### src/rtl/islip_pkg.sv
// Shared widths, reset values and controller state codes for the iSLIP matcher.
`timescale 1ns / 1ps

package islip_pkg;

    localparam int DATA_W   = 64;   // request and match matrix width on the ports
    localparam int CNT_W    = 4;    // iteration limit and iteration count width
    localparam int OUT_W    = 72;   // match matrix plus count, padded to bytes
    localparam int OUT_PAD  = OUT_W - DATA_W - CNT_W;

    localparam logic [CNT_W-1:0] MAX_ITER_RST = 4'd4;

    typedef enum logic [1:0] {
        S_IDLE = 2'b01,
        S_RUN  = 2'b10
    } t_state;

endpackage

### src/rtl/islip_crossbar_matcher.sv
// Top level of the iSLIP crossbar matcher: controller, pointer state and output register.
`timescale 1ns / 1ps

// Usage:
// The slave stream carries one request matrix per beat (bit input*PORTS+output);
// bits at or above PORTS*PORTS are ignored. The master stream returns one beat per
// request beat: the match matrix in tdata[63:0] and the iteration count in
// tdata[67:64]. The iteration limit is written through i_cfg_we/i_cfg_wdata, by the user
// only while the block is idle (not enforced by the block); it resets to 4.
// One grant/accept round runs per cycle in the lane array, for R rounds per item
// (R <= min(limit, PORTS)); the controller then loads the output register and returns
// to idle, and only there takes the next beat.
// All rounds reuse the single shared round of arbiter lanes.
// The result sits in an output register, so a new request beat is accepted while
// the previous result waits. If the receiver still holds off when the next result
// is ready, the controller holds it and takes no further input.
// Reset clears all grant and accept pointers to zero, empties the output register
// and restores the iteration limit.

module islip_crossbar_matcher #(
    parameter int PORTS = 8
) (
    input  logic                         i_clk,
    input  logic                         i_rst_n,
    input  logic                         i_s_axis_tvalid,
    output logic                         o_s_axis_tready,
    input  logic [islip_pkg::DATA_W-1:0] i_s_axis_tdata,   // requests[63:0]
    output logic                         o_m_axis_tvalid,
    input  logic                         i_m_axis_tready,
    output logic [islip_pkg::OUT_W-1:0]  o_m_axis_tdata,   // match_matrix[63:0],
                                                           // iterations_used[67:64], zeros
    input  logic                         i_cfg_we,
    input  logic [islip_pkg::CNT_W-1:0]  i_cfg_wdata       // max_iterations
);

    import islip_pkg::*;

    localparam int PW = (PORTS > 1) ? $clog2(PORTS) : 1;
    localparam int NB = PORTS * PORTS;

    t_state                    r_state, n_state;
    logic [NB-1:0]             r_rem, n_rem;
    logic [NB-1:0]             r_match, n_match;
    logic [CNT_W-1:0]          r_iter, n_iter;
    logic [CNT_W-1:0]          r_max_iter;
    logic [PORTS-1:0][PW-1:0]  r_acc_ptr, n_acc_ptr;
    logic [PORTS-1:0][PW-1:0]  r_gnt_ptr, n_gnt_ptr;
    logic                      r_out_vld, n_out_vld;
    logic [NB-1:0]             r_out_match;
    logic [CNT_W-1:0]          r_out_iter;

    logic [NB-1:0]             w_it_match;
    logic [NB-1:0]             w_it_rem;
    logic [PORTS-1:0][PW-1:0]  w_it_acc_ptr;
    logic [PORTS-1:0][PW-1:0]  w_it_gnt_ptr;
    logic                      w_done;
    logic                      w_out_free;
    logic                      w_in_acc;
    logic                      w_finish;

    islip_iter #(.PORTS(PORTS)) u_iter (
        .i_rem     (r_rem),
        .i_acc_ptr (r_acc_ptr),
        .i_gnt_ptr (r_gnt_ptr),
        .o_match   (w_it_match),
        .o_rem     (w_it_rem),
        .o_acc_ptr (w_it_acc_ptr),
        .o_gnt_ptr (w_it_gnt_ptr)
    );

    assign w_done     = (r_rem == '0) || (r_iter >= r_max_iter);
    assign w_out_free = !r_out_vld || i_m_axis_tready;
    assign w_in_acc   = i_s_axis_tvalid && o_s_axis_tready;
    assign w_finish   = (r_state == S_RUN) && w_done && w_out_free;

    always_comb begin
        n_state   = r_state;
        n_rem     = r_rem;
        n_match   = r_match;
        n_iter    = r_iter;
        n_acc_ptr = r_acc_ptr;
        n_gnt_ptr = r_gnt_ptr;
        n_out_vld = r_out_vld && !i_m_axis_tready;
        unique case (r_state)
            S_IDLE: begin
                if (w_in_acc) begin
                    n_rem   = i_s_axis_tdata[NB-1:0];
                    n_match = '0;
                    n_iter  = '0;
                    n_state = S_RUN;
                end
            end
            S_RUN: begin
                if (w_done) begin
                    if (w_out_free) begin
                        n_out_vld = 1'b1;
                        n_state   = S_IDLE;
                    end
                end else begin
                    n_rem   = w_it_rem;
                    n_match = r_match | w_it_match;
                    n_iter  = r_iter + CNT_W'(1);
                    // Pointers move only on accepts of the first round.
                    if (r_iter == '0) begin
                        n_acc_ptr = w_it_acc_ptr;
                        n_gnt_ptr = w_it_gnt_ptr;
                    end
                end
            end
            default: begin
                n_state = S_IDLE;
            end
        endcase
    end

    always_ff @(posedge i_clk) begin
        if (!i_rst_n) begin
            r_state    <= S_IDLE;
            r_acc_ptr  <= '0;
            r_gnt_ptr  <= '0;
            r_out_vld  <= 1'b0;
            r_max_iter <= MAX_ITER_RST;
        end else begin
            r_state   <= n_state;
            r_acc_ptr <= n_acc_ptr;
            r_gnt_ptr <= n_gnt_ptr;
            r_out_vld <= n_out_vld;
            if (i_cfg_we) begin
                r_max_iter <= i_cfg_wdata;
            end
        end
    end

    always_ff @(posedge i_clk) begin
        r_rem   <= n_rem;
        r_match <= n_match;
        r_iter  <= n_iter;
        if (w_finish) begin
            r_out_match <= r_match;
            r_out_iter  <= r_iter;
        end
    end

    assign o_s_axis_tready = (r_state == S_IDLE);
    assign o_m_axis_tvalid = r_out_vld;
    assign o_m_axis_tdata  = {{OUT_PAD{1'b0}}, r_out_iter, DATA_W'(r_out_match)};

    // Matched pairs never remain among the open requests.
    a_match_removed: assert property (@(posedge i_clk) disable iff (!i_rst_n)
        (r_state == S_RUN) |-> ((r_match & r_rem) == '0))
        else $error("matched pair still requested");

    // Every round that runs makes at least one match.
    a_round_progress: assert property (@(posedge i_clk) disable iff (!i_rst_n)
        (r_state == S_RUN) && !w_done |=> ($countones(r_match) > $countones($past(r_match))))
        else $error("round made no match");

    // A finished item is only handed over when the output slot is free.
    a_no_overwrite: assert property (@(posedge i_clk) disable iff (!i_rst_n)
        (r_out_vld && !i_m_axis_tready) |-> !w_finish)
        else $error("result overwritten while stalled");

    // The round count never exceeds the port count.
    a_iter_bound: assert property (@(posedge i_clk) disable iff (!i_rst_n)
        r_out_vld |-> (r_out_iter <= CNT_W'(PORTS)))
        else $error("iteration count out of range");

endmodule

### src/rtl/islip_rr_arb.sv
// Round-robin picker: first set request at or after the pointer, wrapping at N.
`timescale 1ns / 1ps

module islip_rr_arb #(
    parameter  int N  = 8,
    localparam int PW = (N > 1) ? $clog2(N) : 1
) (
    input  logic [N-1:0]  i_req,
    input  logic [PW-1:0] i_ptr,
    output logic          o_vld,
    output logic [PW-1:0] o_idx
);

    always_comb begin
        logic [PW:0] v_pos;
        o_vld = 1'b0;
        o_idx = '0;
        for (int k = 0; k < N; k++) begin
            v_pos = {1'b0, i_ptr} + (PW+1)'(k);
            if (v_pos >= (PW+1)'(N)) begin
                v_pos = v_pos - (PW+1)'(N);
            end
            if (!o_vld && i_req[v_pos[PW-1:0]]) begin
                o_vld = 1'b1;
                o_idx = v_pos[PW-1:0];
            end
        end
    end

endmodule

### src/rtl/islip_iter.sv
// One grant/accept round: an arbiter lane per output, one per input, and the merge.
`timescale 1ns / 1ps

module islip_iter #(
    parameter  int PORTS = 8,
    localparam int PW    = (PORTS > 1) ? $clog2(PORTS) : 1,
    localparam int NB    = PORTS * PORTS
) (
    input  logic [NB-1:0]             i_rem,
    input  logic [PORTS-1:0][PW-1:0]  i_acc_ptr,
    input  logic [PORTS-1:0][PW-1:0]  i_gnt_ptr,
    output logic [NB-1:0]             o_match,
    output logic [NB-1:0]             o_rem,
    output logic [PORTS-1:0][PW-1:0]  o_acc_ptr,
    output logic [PORTS-1:0][PW-1:0]  o_gnt_ptr
);

    logic [PORTS-1:0][PORTS-1:0] w_col_req;   // [output][input]
    logic [PORTS-1:0]            w_gnt_vld;
    logic [PORTS-1:0][PW-1:0]    w_gnt_idx;
    logic [PORTS-1:0][PORTS-1:0] w_acc_req;   // [input][output]
    logic [PORTS-1:0]            w_acc_vld;
    logic [PORTS-1:0][PW-1:0]    w_acc_idx;
    logic [PORTS-1:0]            w_col_taken;

    // Grant lanes, one per output column.
    for (genvar j = 0; j < PORTS; j++) begin : g_gnt
        for (genvar i = 0; i < PORTS; i++) begin : g_col
            assign w_col_req[j][i] = i_rem[i*PORTS + j];
        end
        islip_rr_arb #(.N(PORTS)) u_gnt_arb (
            .i_req (w_col_req[j]),
            .i_ptr (i_gnt_ptr[j]),
            .o_vld (w_gnt_vld[j]),
            .o_idx (w_gnt_idx[j])
        );
    end

    // Accept lanes, one per input row; each sees the grants aimed at it.
    for (genvar i = 0; i < PORTS; i++) begin : g_acc
        for (genvar j = 0; j < PORTS; j++) begin : g_row
            assign w_acc_req[i][j] = w_gnt_vld[j] && (w_gnt_idx[j] == PW'(i));
        end
        islip_rr_arb #(.N(PORTS)) u_acc_arb (
            .i_req (w_acc_req[i]),
            .i_ptr (i_acc_ptr[i]),
            .o_vld (w_acc_vld[i]),
            .o_idx (w_acc_idx[i])
        );
    end

    // Merge: build the match bits and strike matched rows and columns.
    always_comb begin
        o_match     = '0;
        w_col_taken = '0;
        for (int i = 0; i < PORTS; i++) begin
            for (int j = 0; j < PORTS; j++) begin
                if (w_acc_vld[i] && (w_acc_idx[i] == PW'(j))) begin
                    o_match[i*PORTS + j] = 1'b1;
                    w_col_taken[j]       = 1'b1;
                end
            end
        end
        for (int i = 0; i < PORTS; i++) begin
            for (int j = 0; j < PORTS; j++) begin
                o_rem[i*PORTS + j] = i_rem[i*PORTS + j] && !w_acc_vld[i] && !w_col_taken[j];
            end
        end
    end

    // Pointer candidates: one past the accepted output, one past the granted input.
    always_comb begin
        for (int i = 0; i < PORTS; i++) begin
            if (!w_acc_vld[i]) begin
                o_acc_ptr[i] = i_acc_ptr[i];
            end else if (w_acc_idx[i] == PW'(PORTS - 1)) begin
                o_acc_ptr[i] = '0;
            end else begin
                o_acc_ptr[i] = w_acc_idx[i] + PW'(1);
            end
        end
        for (int j = 0; j < PORTS; j++) begin
            if (!w_col_taken[j]) begin
                o_gnt_ptr[j] = i_gnt_ptr[j];
            end else if (w_gnt_idx[j] == PW'(PORTS - 1)) begin
                o_gnt_ptr[j] = '0;
            end else begin
                o_gnt_ptr[j] = w_gnt_idx[j] + PW'(1);
            end
        end
    end

endmodule

### config.mk
export PLATFORM = sky130hd
export DESIGN_NAME = islip_crossbar_matcher
export DESIGN_NICKNAME = d
export VERILOG_FILES = /design/src/rtl/islip_pkg.sv /design/src/rtl/islip_crossbar_matcher.sv /design/src/rtl/islip_rr_arb.sv /design/src/rtl/islip_iter.sv
export SDC_FILE = /design/constraint.sdc
export NUM_CORES = 1
export LEC_CHECK = 0
export ABC_CLOCK_PERIOD_IN_PS = 12300
export BUFFER_PORTS_ARGS = -buffer_cell sky130_fd_sc_hd__buf_2
export CORE_ASPECT_RATIO = 1.4
export CORE_MARGIN = 2
export CORE_UTILIZATION = 34
export CTS_BUF_LIST = sky130_fd_sc_hd__clkbuf_2 sky130_fd_sc_hd__clkbuf_4 sky130_fd_sc_hd__clkbuf_8
export DETAILED_ROUTE_END_ITERATION = 8
export PLACE_DENSITY = 0.54
export SKIP_LAST_GASP = 1
export SLEW_MARGIN = 0
export SYNTH_ARGS = -nofsm -noshare
export SYNTH_HDL_FRONTEND = slang
export SYNTH_SLANG_ARGS = --single-unit
### constraint.sdc
create_clock -name i_clk -period 12.3 [get_ports i_clk]
set_input_delay 3.075 -clock i_clk [delete_from_list [all_inputs] [get_ports i_clk]]
set_output_delay 3.075 -clock i_clk [all_outputs]
set_load 0.02 [all_outputs]
## After elaboration in Yosys (flattened, before gate mapping)

Index checks and enable logic that the tools add are counted.

- Bits in registers: 255
- Word-level logic and storage cells: 1991

- Bitwise logic cells: 2
- Equality and inequality tests: 118
- Magnitude comparators: 257
- Add/sub/neg operators: 257
- Muxes and demuxes: 792
- Reduce and logical (&&, ||, !) cells: 541

Operator list:

| kind | number |
|---|---|
| 3-bit 2-to-1 mux | 272 |
| 3-bit by 4-bit less-than comparator with 1-bit output, second input constant | 128 |
| 4-bit >= comparator, second input constant | 112 |
| 1-bit binary-select mux with 3-bit select | 128 |
| 3-bit by 1-bit subtractor with 3-bit output, second input constant | 128 |
| 1-bit 2-to-1 mux | 379 |
| 1-bit logical AND | 372 |
| 3-bit by 3-bit adder with 4-bit output, second input constant | 64 |
| 64-bit 2-to-1 mux | 4 |
| 64-bit case mux with 2 select lines | 2 |
| 3-bit equality test, second input constant | 64 |
| 1-bit logical NOT | 130 |
| 3-bit by 2-bit adder with 4-bit output, second input constant | 32 |
| 3-bit by 2-bit equality test with 1-bit output, second input constant | 32 |
| 3-bit by 1-bit adder with 4-bit output, second input constant | 16 |
| 3-bit by 4-bit >= comparator with 1-bit output, second input constant | 16 |
| 64-bit logical NOT | 1 |
| 64-bit bitwise OR | 1 |
| 4-bit AND reduction | 16 |
| 3-bit by 1-bit adder with 3-bit output, second input constant | 16 |
| 3-bit by 1-bit equality test with 1-bit output, second input constant | 16 |
| 3-bit logical NOT | 16 |
| 4-bit 2-to-1 mux | 2 |
| 4-bit case mux with 2 select lines | 1 |
| other kinds (13) | 19 |

## Logic depth before layout (Yosys ltp)

- Depth after elaboration: 66
- Depth in mapped cells: 40
- Mapped depth without buffers: 35

## Hierarchy

From an unflattened synthesis, not the netlist that was laid out.

- Cell total of the unflattened synthesis: 2958
- Area total of the unflattened synthesis: 26867.0 um^2

By module, submodules not included:

| module | cells each | area an instance (um^2) | instances |
|---|---|---|---|
| islip_rr_arb (u_iter.g_acc[0].u_acc_arb ...) | 100 | 813.3 | 15 |
| islip_crossbar_matcher | 835 | 9814.4 | 1 |
| islip_iter | 502 | 3772.4 | 1 |
| islip_rr_arb (u_iter.g_gnt[7].u_gnt_arb) | 121 | 1081.0 | 1 |

## Least setup slack after synthesis

OpenSTA, ideal clock, no wires.

- Path type: register to register
- From: reg r_gnt_ptr[1] (netlist name)
- To: reg r_rem[55] (data pin)
- Arrival time: 7735 ps
- Slack: 4396 ps
- Cell stages (with the launch flop): 34
- Clock period less this slack: 7904 ps
- Setup time: 169 ps
- Required time: 12131 ps
- Buffers on the path: 6
- Cells stage by stage: dfxtp_1 clkbuf_1 clkbuf_1 inv_1 ha_1 buf_6 mux2_2 mux4_2 o32a_1 or4_4 buf_6 nor3b_1 mux2i_1 inv_1 ha_1 buf_1 o21ai_0 or3_1 o31a_1 mux4_2 a22oi_1 nor2_1 a221oi_1 o22a_1 a22oi_1 o31a_1 ha_1 ha_1 nand2_1 o2111ai_1 a211o_1 or2_1 buf_2 o31ai_1

- Word-level cells in the longest chain between the ends: 66

Ends and longest elaborated chain:

| what | line | source |
|---|---|---|
| start, declared | islip_crossbar_matcher.sv:47 | `logic [PORTS-1:0][PW-1:0] r_gnt_ptr, n_gnt_ptr;` |
| start signal, assigned | islip_crossbar_matcher.sv:126 | `r_gnt_ptr <= n_gnt_ptr;` |
| parallel branches: the longest is 63 deep, another holds 3-bit by 1-bit adder with 4-bit output | - |  |
| 1-bit logical AND (*) | islip_iter.sv:66 | `o_rem[i*PORTS + j] = i_rem[i*PORTS + j] && !w_acc_vld[i] && !w_col_taken[j];` |
| 64-bit 2-to-1 mux (*) | islip_crossbar_matcher.sv:94 | `if (w_done) begin` |
| 64-bit case mux with 2 select lines (*) | islip_crossbar_matcher.sv:84 | `unique case (r_state)` |
| via n_rem[55] | islip_crossbar_matcher.sv:42 | `logic [NB-1:0] r_rem, n_rem;` |
| end signal, assigned | islip_crossbar_matcher.sv:135 | `r_rem <= n_rem;` |
| end, declared | islip_crossbar_matcher.sv:42 |  |

Mark *: on every way through the listed nets, which the timed path passes. The select of a mux whose other input is x is not followed.
A chain may end at the register's enable or synchronous reset.

## Worst setup path after layout

- From: reg r_gnt_ptr[6] (netlist name)
- To: reg r_rem[8] (data pin)

- Word-level cells in the longest chain between the ends: 66

Ends and longest elaborated chain:

| what | line |
|---|---|
| parallel branches: the longest is 63 deep, another holds 3-bit by 1-bit adder with 4-bit output | - |
| 1-bit logical AND (*) | islip_iter.sv:66 |
| 64-bit 2-to-1 mux (*) | islip_crossbar_matcher.sv:94 |
| 64-bit case mux with 2 select lines (*) | islip_crossbar_matcher.sv:84 |
| via n_rem[8] | islip_crossbar_matcher.sv:42 |

Marks and branches as above.

==> impl_results.md <==
* Status: completed
* Fraction of layout cells with a size suffix above 1 at 17.9%
* Max clock buf depth at 3
* Type of the worst setup path: register to register
* Simple-gate share of the synthesized area at 19.9%
* ANT nets after route at 0
* DIE AREA at 85,100 um^2
* Cts-stage hold buffer count at 0
* PostCTS Resize Cnt at 0
* Std-Cell Rows at 124
* Die W at 247 um
* CTS Root Cell: clkbuf_8
* Worst-Margin Slew at 1170 ps
* Synth cell types at 109
* Max-slew violations at 0
* Period utilization at 83.5%
* Final worst path period need at 10,270 ps
* Sequential-to-total area share from yosys stat at 25.3%
* I/O Pins at 147
* Yosys Warn Count at 0
* Initial drt markers at 2,335
* Worst Path Arrival at 10,750 ps
* Initial antenna violation count at 2
* Crit path max fanout at 20
* Type of the worst min-delay path: register to register
* Synth Flop Type: edfxtp_1
* Die Ht at 344 um
* Max frequency at 0.0974 GHz
* # setup viols final at 0
* #FFs+latches synth at 255
* Clk slew on worst S/H paths at 60 ps
* Port bufs at 142
* Vias in the first global route at 25.8k
* Peak supply drop at 0.0635 mV
* Skew-Pair Late Insertion Delay at 700 ps
* GPL Wtd Cong at 1.03
* Hold_ws at 448 ps
* Vias/cell at 6.12
* Clk_skew at 59.5 ps
* 1st-pass router iterations at 6
* TritonCTS clock tree: built
* Mux share of post-synthesis cell area at 17.8%
* Fin nets at 3,460
* H-tree depth at 2
* Syn Inst Count at 3,219
* P&R area growth vs syn at 9.38%
* Design Area, Final at 30,800 um^2
* Crit path buf inv count at 4
* Synthesized area at 28,100 um^2
* Most common cell after layout, fill and taps aside: nand2_1
* Largest net degree at the start of global routing at 78
* Max-Cap Viols at 0
* Initial core utilization at 34.4%
* Hold Vio Cnt, Final at 0
* # Post-CTS Setup Buffers at 0
* Overflow after GRT at 0
* Routed WL at 107,000 um
* Largest family of logic cells by synthesized area: compound AO/OA/AOI/OAI gates
* Slowest-stage cell, CP: nand4b_1
* Worst rel slew slack at 22.3%
* Worst path required time at 12,780 ps
* Global-route usage over all layers at 24.6%
* Lkg Pwr at 11.3 nW
* EDFF count, synth at 200
* Commonest cells after routing, fill and taps aside: 386 x nand2_1, 260 x nor2_1, 200 x edfxtp_1, 165 x a21oi_1, 161 x inv_1
* Pwr Density at 97.0 nW/um^2
* Core area at 81,800 um^2
* Unrepaired setup endpoints after global routing: no
* Setup tns final at 0 ps
* Slowest stage delay, CP at 870 ps
* Delay-heaviest family, CP: compound AO/OA/AOI/OAI gates
* DP HPWL at 82,300 um
* CTS Sinks at 255
* Cell mode on critical path: ha_1
* CTS Buf Count at 47
* Startpoint types: register
* Post-Synth Adder-Cell Area at 5.96%
* Global-route wire length before repair at 161,000 um
* Syn avg cell area at 8.74 um^2
* Crit. End Element: register
* Placed Area at 29,700 um^2
* DRC at 0
* Fraction of registers with async set or reset after synthesis at 0%
* Vias post-DR at 26.7k
* WL/cell at 24.5 um
* Synth Area in Compound Gates at 23.9%
* Post-Synth XOR/XNOR Area at 1.77%
## worst paths after layout
| kind | start | endpoint | slack [ps] | depth (start not counted) |
|---|---|---|---|---|
| setup reg to reg | r_gnt_ptr[6]$_SDFFE_PN0P_ | r_rem[8]$_DFFE_PP_ | 2030 | 30 |
| hold reg to reg | r_match[36]$_SDFFCE_PN0P_ | r_out_match[36]$_DFFE_PP_ | 450 | 0 |
| setup / recovery | r_gnt_ptr[6]$_SDFFE_PN0P_ | r_rem[8]$_DFFE_PP_ | 2030 | 30 |
| hold / removal | r_match[36]$_SDFFCE_PN0P_ | r_out_match[36]$_DFFE_PP_ | 450 | 0 |
## power by group
group	internal, mW	switching, mW
Combinational	0.328	0.702
Clock	0.514	0.410
Sequential	0.977	0.0520
## kinds of logic (layout without fill, tap and decap cells)
logic type               after synthesis  after routing
flip-flops                           255            255
AO/OA/AOI/OAI                        908            908
XOR/XNOR                              57             57
adder cells (fa/ha/maj)              134            134
other                                  1              6
buffers and inverters                378            448
multiplexers                         333            333
AND/OR/NAND/NOR                     1153           1153
## routing by layer
layer | up-vias | routed length (um) | track usage, %
li1 | 12445 | - | -
met1 | 13127 | 42400 | 28.9
met2 | 875 | 51900 | 42.6
met3 | 248 | 5460 | 3.48
met4 | 0 | 6980 | 14.6
met5 | - | 0 | 0
## per-stage QoR
step	power [mW]	util [%]	setup WS, ps	instances
2_1_floorplan	1.69	-	4400	3222
3_3_place_gp	2.06	36.3	2220	4275
3_5_place_dp	2.06	36.3	2010	4275
4_1_cts	3.00	37.6	1970	4363
5_1_grt	3.13	37.6	1160	4364
6_report	2.98	37.6	2030	4365
## flip-flops by register name, indices dropped and copies added (netlist names)
| signal | count |
|---|---|
| o_m_axis_tvalid | 1 |
| r_acc_ptr | 24 |
| r_gnt_ptr | 24 |
| r_iter | 4 |
| r_match | 64 |
| r_max_iter | 4 |
| r_out_iter | 4 |
| r_out_match | 64 |
| r_rem | 64 |
| r_state | 2 |
## synth_stat cells (all sizes together), types with 63 or more instances
master | number | area share [%]
mux2i | 130 | 4.6
inv | 166 | 2.2
edfxtp | 200 | 21
nand2 | 389 | 5.2
mux2 | 77 | 3.1
a21oi | 169 | 3.0
nor2 | 266 | 3.6
buf | 63 | 1.2
nor3 | 69 | 1.3
clkbuf | 136 | 1.8
nand3 | 89 | 1.6
mux4 | 126 | 10
o21ai | 141 | 2.5
ha | 134 | 6.0
## cell type report
cell class,count,area [um^2]
repair buffers,181,1000
flip-flops and latches,255,7110
multi-input cells,2589,19600
clock inverters,16,184
fillers,8361,51000
clock buffers,72,860
diodes,2,5.00
inverters,179,672
well taps,1071,1340
(Power assumes the default switching activity.)
